$ cat config.mk
export PLATFORM = sky130hd
export DESIGN_NAME = task_load_accounting_with_decay
export DESIGN_NICKNAME = d
export VERILOG_FILES = /design/src/tlad_pkg.sv /design/src/tlad_ram.sv /design/src/task_load_accounting_with_decay.sv
export SDC_FILE = /design/constraint.sdc
export NUM_CORES = 2
export LEC_CHECK = 0
export ABC_CLOCK_PERIOD_IN_PS = 6510
export BUFFER_PORTS_ARGS = -buffer_cell sky130_fd_sc_hd__buf_2
export CAP_MARGIN = 20
export CORE_UTILIZATION = 38
export DETAILED_ROUTE_END_ITERATION = 7
export PLACE_DENSITY = 0.6
export SLEW_MARGIN = 5
export SYNTH_ARGS = -nofsm -noshare
export SYNTH_HDL_FRONTEND = slang
export SYNTH_SLANG_ARGS = --single-unit
$ cat constraint.sdc
create_clock -name clk -period 6.51 [get_ports clk]
set_clock_uncertainty 0.15 [all_clocks]
set_input_delay 1.302 -clock clk [delete_from_list [all_inputs] [get_ports clk]]
set_output_delay 1.302 -clock clk [all_outputs]
set_load 0.01 [all_outputs]
$ cat src/tlad_pkg.sv
// Shared types and constants for the task load accounting block.
package tlad_pkg;

  // Field widths fixed by the item format
  localparam int ID_W   = 16;
  localparam int TICK_W = 16;
  localparam int CNT_W  = 32;

  // Default configuration
  localparam int          SLOTS_DEF = 32;
  localparam logic [31:0] TC_RESET  = 32'd200;

  // Action codes carried in in_tuser
  typedef enum logic [1:0] {
    ACT_TICK    = 2'd0,
    ACT_BIND    = 2'd1,
    ACT_RELEASE = 2'd2,
    ACT_QUERY   = 2'd3
  } tlad_act_t;

  // Result status carried in out_tuser
  localparam logic STAT_OK       = 1'b0;
  localparam logic STAT_NOTFOUND = 1'b1;

  // One slot table entry
  typedef struct packed {
    logic              valid;
    logic [ID_W-1:0]   id;
    logic [CNT_W-1:0]  ticks;
  } tlad_entry_t;

  // Sequencer states
  typedef enum logic [3:0] {
    ST_CLEAR,
    ST_IDLE,
    ST_QMUL,
    ST_QPROD,
    ST_MOD,
    ST_LOOK,
    ST_TOTAL,
    ST_WALK,
    ST_DONE
  } tlad_state_t;

endpackage

$ cat src/tlad_ram.sv
// Generic simple dual-port RAM with registered read.
module tlad_ram #(
  parameter int WIDTH = 8,
  parameter int DEPTH = 32
) (
  input  logic                     clk,
  input  logic                     wr_en,
  input  logic [$clog2(DEPTH)-1:0] wr_addr,
  input  logic [WIDTH-1:0]         wr_data,
  input  logic [$clog2(DEPTH)-1:0] rd_addr,
  output logic [WIDTH-1:0]         rd_data
);

  logic [WIDTH-1:0] mem [DEPTH];

  // Write port
  always_ff @(posedge clk) begin
    if (wr_en) begin
      mem[wr_addr] <= wr_data;
    end
  end

  // Registered read port
  always_ff @(posedge clk) begin
    rd_data <= mem[rd_addr];
  end

endmodule

$ cat src/task_load_accounting_with_decay.sv
// Top level of the task load accounting block with halving decay.
//
// Keeps one table entry per slot (task id modulo SLOTS) in a RAM, plus a running
// tick total. Items are taken one at a time: in_tready is high only while the
// sequencer is idle. The slot index comes from a reciprocal multiply, a constant
// multiply and one correcting subtract, then the slot is read from the RAM; this
// sequence sets the cost. A tick also passes through ST_TOTAL, which bind, release
// and query skip. A tick that pushes the total above time_constant adds a decay
// walk over all slots through the RAM read port, accumulating the halved counters
// with the same adder that serves the tick path. After reset a clearing pass
// writes every entry before the first item is taken; configuration writes are
// taken throughout. A finished result waits in the output register while the
// next item is accepted.
module task_load_accounting_with_decay
  import tlad_pkg::*;
#(
  parameter int SLOTS = SLOTS_DEF
) (
  input  logic        clk,
  input  logic        rst_n,
  // input channel
  input  logic        in_tvalid,
  output logic        in_tready,
  input  logic [31:0] in_tdata,   // task_id [15:0], tick_count [31:16]
  input  logic [1:0]  in_tuser,   // action [1:0]
  // result channel
  output logic        out_tvalid,
  input  logic        out_tready,
  output logic [63:0] out_tdata,  // total_ticks [31:0], task_ticks [63:32]
  output logic [0:0]  out_tuser,  // status [0]
  // configuration
  input  logic        cfg_wr_en,
  input  logic [31:0] cfg_wr_data
);

  localparam int AW  = $clog2(SLOTS);
  localparam int CW  = $clog2(SLOTS + 1);
  localparam int EW  = $bits(tlad_entry_t);
  localparam logic [31:0]     RECIP    = 32'((64'd1 << 32) / SLOTS);
  localparam logic [ID_W-1:0] SLOTS_ID = ID_W'(SLOTS);
  localparam logic [CW-1:0]   SLOTS_CW = CW'(SLOTS);
  localparam logic [CW-1:0]   LAST_CW  = CW'(SLOTS - 1);

  tlad_state_t state_r, state_nxt;
  logic [CW-1:0]     idx_r, idx_nxt;
  tlad_act_t         act_r, act_nxt;
  logic [ID_W-1:0]   id_r, id_nxt;
  logic [TICK_W-1:0] tk_r, tk_nxt;
  logic [ID_W-1:0]   q_r, q_nxt;
  logic [ID_W-1:0]   prod_r, prod_nxt;
  logic [AW-1:0]     slot_r, slot_nxt;
  logic              hit_r, hit_nxt;
  logic [CNT_W-1:0]  upd_r, upd_nxt;
  logic [CNT_W-1:0]  total_r, total_nxt;
  logic [CNT_W-1:0]  tc_r;
  logic              status_r, status_nxt;
  logic [CNT_W-1:0]  task_r, task_nxt;
  logic              pend_r, pend_nxt;
  logic [AW-1:0]     wb_addr_r, wb_addr_nxt;
  logic              out_valid_r, out_valid_nxt;
  logic              out_status_r, out_status_nxt;
  logic [CNT_W-1:0]  out_total_r, out_total_nxt;
  logic [CNT_W-1:0]  out_task_r, out_task_nxt;

  // RAM port signals
  logic          ram_we;
  logic [AW-1:0] ram_waddr;
  tlad_entry_t   ram_wdata;
  logic [AW-1:0] ram_raddr;
  logic [EW-1:0] ram_rdata;
  tlad_entry_t   rd_ent;

  // Shared adder
  logic [CNT_W-1:0] add_a, add_b, add_y;

  // Slot index datapath
  logic [47:0]      qmul_full;
  logic [31:0]      pmul_full;
  logic [ID_W-1:0]  mod_diff, mod_fix;
  logic [CNT_W-1:0] halved;
  logic             look_hit;

  assign rd_ent    = tlad_entry_t'(ram_rdata);
  assign add_y     = add_a + add_b;
  assign qmul_full = 48'(id_r) * 48'(RECIP);
  assign pmul_full = 32'(q_r) * 32'(SLOTS);
  assign mod_diff  = id_r - prod_r;
  assign mod_fix   = (mod_diff >= SLOTS_ID) ? (mod_diff - SLOTS_ID) : mod_diff;
  assign halved    = rd_ent.ticks >> 1;
  assign look_hit  = rd_ent.valid && (rd_ent.id == id_r);

  tlad_ram #(
    .WIDTH (EW),
    .DEPTH (SLOTS)
  ) u_ram (
    .clk     (clk),
    .wr_en   (ram_we),
    .wr_addr (ram_waddr),
    .wr_data (ram_wdata),
    .rd_addr (ram_raddr),
    .rd_data (ram_rdata)
  );

  // Hold the time constant register
  always_ff @(posedge clk) begin
    if (!rst_n) begin
      tc_r <= TC_RESET;
    end else if (cfg_wr_en) begin
      tc_r <= cfg_wr_data;
    end
  end

  // Advance control state
  always_ff @(posedge clk) begin
    if (!rst_n) begin
      state_r     <= ST_CLEAR;
      idx_r       <= '0;
      total_r     <= '0;
      pend_r      <= 1'b0;
      out_valid_r <= 1'b0;
    end else begin
      state_r     <= state_nxt;
      idx_r       <= idx_nxt;
      total_r     <= total_nxt;
      pend_r      <= pend_nxt;
      out_valid_r <= out_valid_nxt;
    end
  end

  // Hold payload registers
  always_ff @(posedge clk) begin
    act_r        <= act_nxt;
    id_r         <= id_nxt;
    tk_r         <= tk_nxt;
    q_r          <= q_nxt;
    prod_r       <= prod_nxt;
    slot_r       <= slot_nxt;
    hit_r        <= hit_nxt;
    upd_r        <= upd_nxt;
    status_r     <= status_nxt;
    task_r       <= task_nxt;
    wb_addr_r    <= wb_addr_nxt;
    out_status_r <= out_status_nxt;
    out_total_r  <= out_total_nxt;
    out_task_r   <= out_task_nxt;
  end

  // Sequence one item through the shared datapath
  always_comb begin
    state_nxt      = state_r;
    idx_nxt        = idx_r;
    act_nxt        = act_r;
    id_nxt         = id_r;
    tk_nxt         = tk_r;
    q_nxt          = q_r;
    prod_nxt       = prod_r;
    slot_nxt       = slot_r;
    hit_nxt        = hit_r;
    upd_nxt        = upd_r;
    total_nxt      = total_r;
    status_nxt     = status_r;
    task_nxt       = task_r;
    pend_nxt       = pend_r;
    wb_addr_nxt    = wb_addr_r;
    out_valid_nxt  = out_valid_r;
    out_status_nxt = out_status_r;
    out_total_nxt  = out_total_r;
    out_task_nxt   = out_task_r;
    in_tready      = 1'b0;
    ram_we         = 1'b0;
    ram_waddr      = slot_r;
    ram_wdata      = '0;
    ram_raddr      = '0;
    add_a          = total_r;
    add_b          = {{(CNT_W-TICK_W){1'b0}}, tk_r};

    // Drop the result once taken
    if (out_valid_r && out_tready) begin
      out_valid_nxt = 1'b0;
    end

    unique case (state_r)
      ST_CLEAR: begin
        ram_we    = 1'b1;
        ram_waddr = idx_r[AW-1:0];
        idx_nxt   = idx_r + 1'b1;
        if (idx_r == LAST_CW) begin
          state_nxt = ST_IDLE;
        end
      end

      ST_IDLE: begin
        in_tready = 1'b1;
        if (in_tvalid) begin
          act_nxt   = tlad_act_t'(in_tuser);
          id_nxt    = in_tdata[15:0];
          tk_nxt    = in_tdata[31:16];
          state_nxt = ST_QMUL;
        end
      end

      // Estimate the quotient by the slot count
      ST_QMUL: begin
        q_nxt     = qmul_full[47:32];
        state_nxt = ST_QPROD;
      end

      ST_QPROD: begin
        prod_nxt  = pmul_full[ID_W-1:0];
        state_nxt = ST_MOD;
      end

      // Correct the remainder and read the slot
      ST_MOD: begin
        slot_nxt  = mod_fix[AW-1:0];
        ram_raddr = mod_fix[AW-1:0];
        state_nxt = ST_LOOK;
      end

      ST_LOOK: begin
        hit_nxt    = look_hit;
        status_nxt = STAT_NOTFOUND;
        task_nxt   = '0;
        state_nxt  = ST_DONE;
        unique case (act_r)
          ACT_TICK: begin
            add_a     = rd_ent.ticks;
            upd_nxt   = add_y;
            state_nxt = ST_TOTAL;
          end
          ACT_BIND: begin
            ram_we          = 1'b1;
            ram_wdata.valid = 1'b1;
            ram_wdata.id    = id_r;
            status_nxt      = STAT_OK;
          end
          ACT_RELEASE: begin
            if (look_hit) begin
              ram_we          = 1'b1;
              ram_wdata       = rd_ent;
              ram_wdata.valid = 1'b0;
              status_nxt      = STAT_OK;
              task_nxt        = rd_ent.ticks;
            end
          end
          ACT_QUERY: begin
            if (look_hit) begin
              status_nxt = STAT_OK;
              task_nxt   = rd_ent.ticks;
            end
          end
          default: ;
        endcase
      end

      // Charge the total, store the counter and check for decay
      ST_TOTAL: begin
        ram_we          = hit_r;
        ram_wdata.valid = 1'b1;
        ram_wdata.id    = id_r;
        ram_wdata.ticks = upd_r;
        status_nxt      = hit_r ? STAT_OK : STAT_NOTFOUND;
        if (add_y > tc_r) begin
          task_nxt  = hit_r ? (upd_r >> 1) : '0;
          total_nxt = '0;
          idx_nxt   = '0;
          pend_nxt  = 1'b0;
          state_nxt = ST_WALK;
        end else begin
          task_nxt  = hit_r ? upd_r : '0;
          total_nxt = add_y;
          state_nxt = ST_DONE;
        end
      end

      // Halve every valid counter and rebuild the total
      ST_WALK: begin
        if (idx_r < SLOTS_CW) begin
          ram_raddr   = idx_r[AW-1:0];
          wb_addr_nxt = idx_r[AW-1:0];
          idx_nxt     = idx_r + 1'b1;
          pend_nxt    = 1'b1;
        end else begin
          pend_nxt = 1'b0;
        end
        if (pend_r && rd_ent.valid) begin
          ram_we          = 1'b1;
          ram_waddr       = wb_addr_r;
          ram_wdata       = rd_ent;
          ram_wdata.ticks = halved;
          add_b           = halved;
          total_nxt       = add_y;
        end
        if (!pend_r && idx_r == SLOTS_CW) begin
          state_nxt = ST_DONE;
        end
      end

      // Load the result once the output register is free
      ST_DONE: begin
        if (!out_valid_r || out_tready) begin
          out_valid_nxt  = 1'b1;
          out_status_nxt = status_r;
          out_total_nxt  = total_r;
          out_task_nxt   = task_r;
          state_nxt      = ST_IDLE;
        end
      end

      default: begin
        state_nxt = ST_IDLE;
      end
    endcase
  end

  assign out_tvalid = out_valid_r;
  assign out_tdata  = {out_task_r, out_total_r};
  assign out_tuser  = out_status_r;

endmodule

After elaboration in Yosys (flattened, before gate mapping)
Memory sizes are Yosys's and may differ from the RTL's. A register that Yosys moved wholly into a read port is not among the register bits.
Cells that the tools add are included.
{"block": "totals", "ff_bits": 273, "ramBits": 1568, "in_bits": 71, "elab_cells": 120, "memories": 1}
{"name": "u_ram.mem", "depth": 32, "word_bits": 49, "read_ports": 1, "rd_ports_with_merged_regs": 1, "wr": 1, "line": "tlad_ram.sv:14", "rtl": "logic [WIDTH-1:0] mem [DEPTH];"}
{"block": "op_classes", "add_sub_neg": 4, "order_cmp": 3, "eq_ne": 21, "n_mux": 50, "n_reduce_logical": 21}
{"cell": "$mux W32", "n": 9}
{"cell": "$pmux W49 S3", "n": 1}
{"cell": "$pmux W32 S2", "n": 2}
{"cell": "$mux W31", "n": 3}
{"cell": "$mux W49", "n": 1}
{"cell": "$mux W48", "n": 1}
{"cell": "$pmux W4 S9", "n": 1}
{"cell": "$pmux W17 S2", "n": 1}
{"cell": "$add A32 B32 Y32", "n": 1}
{"cell": "$gt A32 B32 Y1", "n": 1}
{"cell": "$mux W4", "n": 6}
{"cell": "$pmux W5 S2", "n": 2}
{"cell": "$pmux W6 S3", "n": 1}
{"cell": "$eq A16 B16 Y1", "n": 1}
{"cell": "$eq A4 B3 Y1 const B", "n": 4}
{"cell": "$ge A16 B6 Y1 const B", "n": 1}
{"cell": "$sub A16 B16 Y16", "n": 1}
{"cell": "$mux W5", "n": 3}
{"cell": "$ne A2 B2 Y1 const B", "n": 7}
{"cell": "$mux W1", "n": 12}
{"cell": "$mux W6", "n": 2}
{"cell": "$reduce_and A2 Y1", "n": 6}
{"cell": "$eq A4 B2 Y1 const B", "n": 2}
{"cell": "$pmux W1 S2", "n": 4}
{"cell": "other kinds (20)", "n": 26}

Depth between registers and ports, before layout
{"block": "depth", "word_depth": 7, "depth_mapped": 26, "ltp_nobuf": 22}

Cells and area by module
Synthesis repeated with hierarchy kept, for this count alone.
{"block": "unflattened", "hier_cells": 4612, "hier_area_um2": 74993.2}
{"module": "tlad_ram", "instances": 1, "cells_per_inst": 3434, "area_per_inst_um2": 61854.3, "seq_area_each_um2": 48066.1}
{"module": "task_load_accounting_with_decay", "instances": 1, "cells_per_inst": 1178, "area_per_inst_um2": 13138.9, "seq_area_each_um2": 6776.5}

Worst setup path before layout
OpenSTA, ideal clock, no wires.
{"block": "synth_timing", "kind": "reg-to-reg", "from": "register state_r[2]", "to": "register task_r[10], data pin", "arrival_ns": 5.645, "required_time_ns": 6.094, "setup_slack_ns": 0.449, "path_stages_with_launch": 23, "path_buffers": 3, "cell_sequence": "dfxtp_1 > nand4b_4 > nor2_1 > clkbuf_1 > clkbuf_1 > mux2_2 > fa_1 > a21o_1 > a221oi_1 > o21ai_0 > a31oi_1 > nor3b_1 > o21ai_0 > o31a_1 > ha_1 > and4_1 > and3_1 > a211oi_1 > o211ai_1 > o21ai_1 > buf_2 > mux2i_1 > o21ai_1"}
{"block": "synth_via", "elab_chain_len": 6}
{"element": "start, declared", "line": "task_load_accounting_with_decay.sv:44", "rtl": "tlad_state_t state_r, state_nxt;"}
{"element": "start signal, assigned", "line": "task_load_accounting_with_decay.sv:122", "rtl": "state_r <= state_nxt;"}
{"element": "$eq A4 B3 Y1", "line": "task_load_accounting_with_decay.sv:182", "rtl": "unique case (state_r)"}
{"element": "$mux W32 / $mux W31 (equally long branches)", "line": "task_load_accounting_with_decay.sv:182"}
{"element": "$add A32 B32 Y32 (*)", "line": "task_load_accounting_with_decay.sv:84", "rtl": "assign add_y = add_a + add_b;"}
{"element": "via add_y[24]", "line": "task_load_accounting_with_decay.sv:74", "rtl": "logic [CNT_W-1:0] add_a, add_b, add_y;"}
{"element": "$gt A32 B32 Y1 (*)", "line": "task_load_accounting_with_decay.sv:263", "rtl": "if (add_y > tc_r) begin"}
{"element": "$mux W32 (*)", "line": "task_load_accounting_with_decay.sv:263"}
{"element": "$pmux W32 S2 (*)", "line": "task_load_accounting_with_decay.sv:182"}
{"element": "via task_nxt[10]", "line": "task_load_accounting_with_decay.sv:57", "rtl": "logic [CNT_W-1:0] task_r, task_nxt;"}
{"element": "end signal, assigned", "line": "task_load_accounting_with_decay.sv:141", "rtl": "task_r <= task_nxt;"}
{"element": "end, declared", "line": "task_load_accounting_with_decay.sv:57"}
The timed path passes the listed nets; every way through them passes the cells marked *.
A chain may end at the register's enable or synchronous reset.

Final worst setup path
{"block": "layout_timing", "from": "register state_r[2]", "to": "register task_r[4], data pin"}
Same word-level chain as after synthesis.

==> flow_summary.json <==
{
  "period_share_pct": 95.80,
  "gp_congestion": 0.9061,
  "async_flop_share_pct": 0,
  "powerDensity_nw_per_um2": 293.3,
  "drc": 0,
  "postCtsHoldBufs": 0,
  "placed_area_um2": 80650,
  "syn2layout_area_growth_pct": 14.30,
  "worstHoldStart": "task_r[13]",
  "nets": 6107,
  "drt-wirelength-per-cell_um": 24.87,
  "comb_power_share_pct": 4.1,
  "synth_area_per_cell_um2": 13.07,
  "final.setup.tns_ns": 0,
  "antenna_found_initial": 5,
  "syn_area_um2": 76090,
  "place_ws_ns": -0.001307,
  "fmax_ghz": 0.1603,
  "path_class": "reg -> reg",
  "leakage_nw": 30.66,
  "reg2reg_depth": 21,
  "synth_ff_type": "edfxtp_1",
  "p_int_mw": 19.89,
  "drtPass1Iterations": 5,
  "grt_use_total_pct": 21.05,
  "final_max_slew_viol_count": 0,
  "critPathCaptureType": "flip-flop",
  "final_area_um2": 86970,
  "slew_headroom_pct": 28.15,
  "postRouteAntennaNets": 0,
  "grt_pass1_wl_mm": 317.5,
  "place_inst": 8410,
  "vias": 49310,
  "cts.sinks": 1868,
  "finalSetupViolCount": 0,
  "synth_seq_area_share_pct": 72.08,
  "cts.path.max_buffers": 3,
  "tritoncts": "built",
  "p_seq_share_pct": 53.6,
  "htree_num_levels": 4,
  "gr-total-overflow": 0,
  "die_w_um": 449.5,
  "dp_hpwl_mm": 117.9,
  "clkTransAtPathRegs_ns": 0.06,
  "fp.coreArea_um2": 198000,
  "pwr-share-clk_pct": 42.4,
  "peakVddDrop_mv": 0.2957,
  "insertion_delay_ns": 0.85,
  "initialDrtViolationCount": 5559,
  "worst_slack_ns": 0.2731,
  "rsz0062_at_grt": "false",
  "tightest_slew_ns": 1.075,
  "place.port_buffers": 137,
  "cp_data_required_time_ns": 6.93,
  "fin_crit_ns": 6.237,
  "worst_setup_path_start_kind": "flip-flop",
  "cts.root.buffer_cell": "clkbuf_16",
  "final_common_cell": "edfxtp_1",
  "yosysWarnings": 0,
  "hold_class": "reg -> reg",
  "wl_mm": 218.2,
  "final_cell_mix": "edfxtp_1 (1,743), nand2_1 (1,722), and3_1 (305), a311oi_1 (296), nand3_1 (218)",
  "status": "finished clean",
  "fillers": 17620,
  "first_global_vias": 46720,
  "worstReg2RegStart": "state_r[2]",
  "grt_max_degree": 168,
  "cp_max_fo": 14,
  "crit_arrival_ns": 6.66,
  "hold-path-cell-count": 0,
  "start_util_pct": 38.42,
  "finalHoldViolCount": 0,
  "synth_cell_types": 68,
  "syn_inst": 5821,
  "die_h_um": 449.5,
  "hold_end": "out_task_r[13]",
  "die_area_um2": 202000,
  "rows": 163,
  "syn_nets": 5963,
  "synth-seq-cells": 1868,
  "timing.rr.end": "task_r[4]",
  "ios": 138,
  "numCtsBuffers": 189,
  "via_per_inst": 5.620,
  "synth_edf_count": 1743,
  "worst-r2r-setup-slack_ns": 0.27,
  "switchingPower_mw": 5.626,
  "p_sw_share_pct": 22.05,
  "drv_cap": 0,
  "drive_gt1_share_pct": 11.89,
  "fin_cells": 8773
}
area by class of cell:
class	instances	area (um2)	area share [%]
clock inverters	105	1065	1.224
inverters	57	214.0	0.2460
diodes	1	2.502	0.002877
repair buffers	337	2771	3.186
multi-input cells	3512	19650	22.60
well taps	2640	3303	3.798
flip-flops and latches	1868	54840	63.06
clock buffers	253	5122	5.890
synth_stat cells, types with 57 or more instances:
cell	count	share of area [%]
inv_1	57	0.28
a211oi_1	105	1.0
buf_2	179	1.2
ha_1	70	1.2
nor2b_1	64	0.53
a21oi_1	61	0.40
mux2i_1	62	0.82
clkbuf_1	167	0.82
edfxtp_1	1743	69
nand2_1	1725	8.5
and3_1	305	2.5
a311oi_1	296	3.4
nor2_1	67	0.33
dfxtp_1	125	3.3
a31oi_1	106	0.87
nand3_1	218	1.4
registers in the layout, summed over array words and instances (netlist names), 16 cells and up:
name,flops
task_r,32
upd_r,32
tc_r,32
u_ram.rd_data,49
u_ram.mem,1568
tk_r,16
out_task_r,32
out_total_r,32
id_r,16
total_r,32
through the flow:
stage	utilization, %	hold slack (ns)	total power [mW]
after floorplan	-	0.2503	14.35
after global placement	40.69	0.2577	14.93
after detailed placement	40.73	0.2563	14.94
after CTS	43.86	0.2713	25.66
after global routing	43.92	0.2742	26.20
final	43.92	0.2692	25.51
cell families (layout without fill, tap and decap cells):
| kind of cell | after synthesis | in the layout | share of synthesized area [%] |
|---|---|---|---|
| simple gates | 2504 | 2504 | 14.37 |
| flops | 1868 | 1868 | 72.08 |
| compound gates | 784 | 784 | 7.704 |
| buf+inv | 441 | 752 | 2.652 |
| mux | 109 | 109 | 1.511 |
| fa+ha+maj | 71 | 71 | 1.177 |
| xor+xnor | 44 | 44 | 0.5065 |
| other cells | 0 | 1 | 0 |
how the worst max path moves through the flow:
stage,start,end
global placement,act_r[0],total_r[3]
global route,state_r[2],idx_r[1]
finish,state_r[2],task_r[4]
CTS,act_r[0],total_r[22]
detailed placement,act_r[0],total_r[2]
floorplan,state_r[2],task_r[10]
power by group through the flow:
stage / sequential [mW] / combinational (mW) / clock (mW)
after floorplan: 13.8 / 0.511 / 0
after global placement: 13.9 / 1.03 / 0
after detailed placement: 13.9 / 1.04 / 0
after CTS: 13.7 / 1.04 / 11.0
after global routing: 13.7 / 1.10 / 11.4
final: 13.7 / 1.04 / 10.8
worst max-delay path: stages (launching register included):
cell	delay, ns
dfxtp_1	0.41
nand4b_4	0.14
nor2_4	0.23
buf_4	0.27
buf_4	0.21
mux2_2	0.34
ha_1	0.36
a21oi_1	0.33
o21ai_0	0.17
a211oi_1	0.50
o41a_1	0.37
nand2_1	0.10
xor2_1	0.37
ha_1	0.32
and3_1	0.21
and3_1	0.19
a211oi_1	0.26
o211ai_1	0.19
o21ai_4	0.20
buf_4	0.29
mux2i_1	0.24
o21ai_1	0.09
metal layers:
layer	GRT usage, %	wire [um]
met2	33.15	101000
met3	3.623	18160
met1	29.87	93430
met4	5.930	5582
met5	0	0
what timing repair did:
item                                    CTS  global route
pin swaps                                 0             1
endpoints found under the setup margin   29            75
gates resized for setup                   1             8
endpoints found under the hold margin     0             0
setup buffers                             0             1
(Power assumes the default switching activity.)
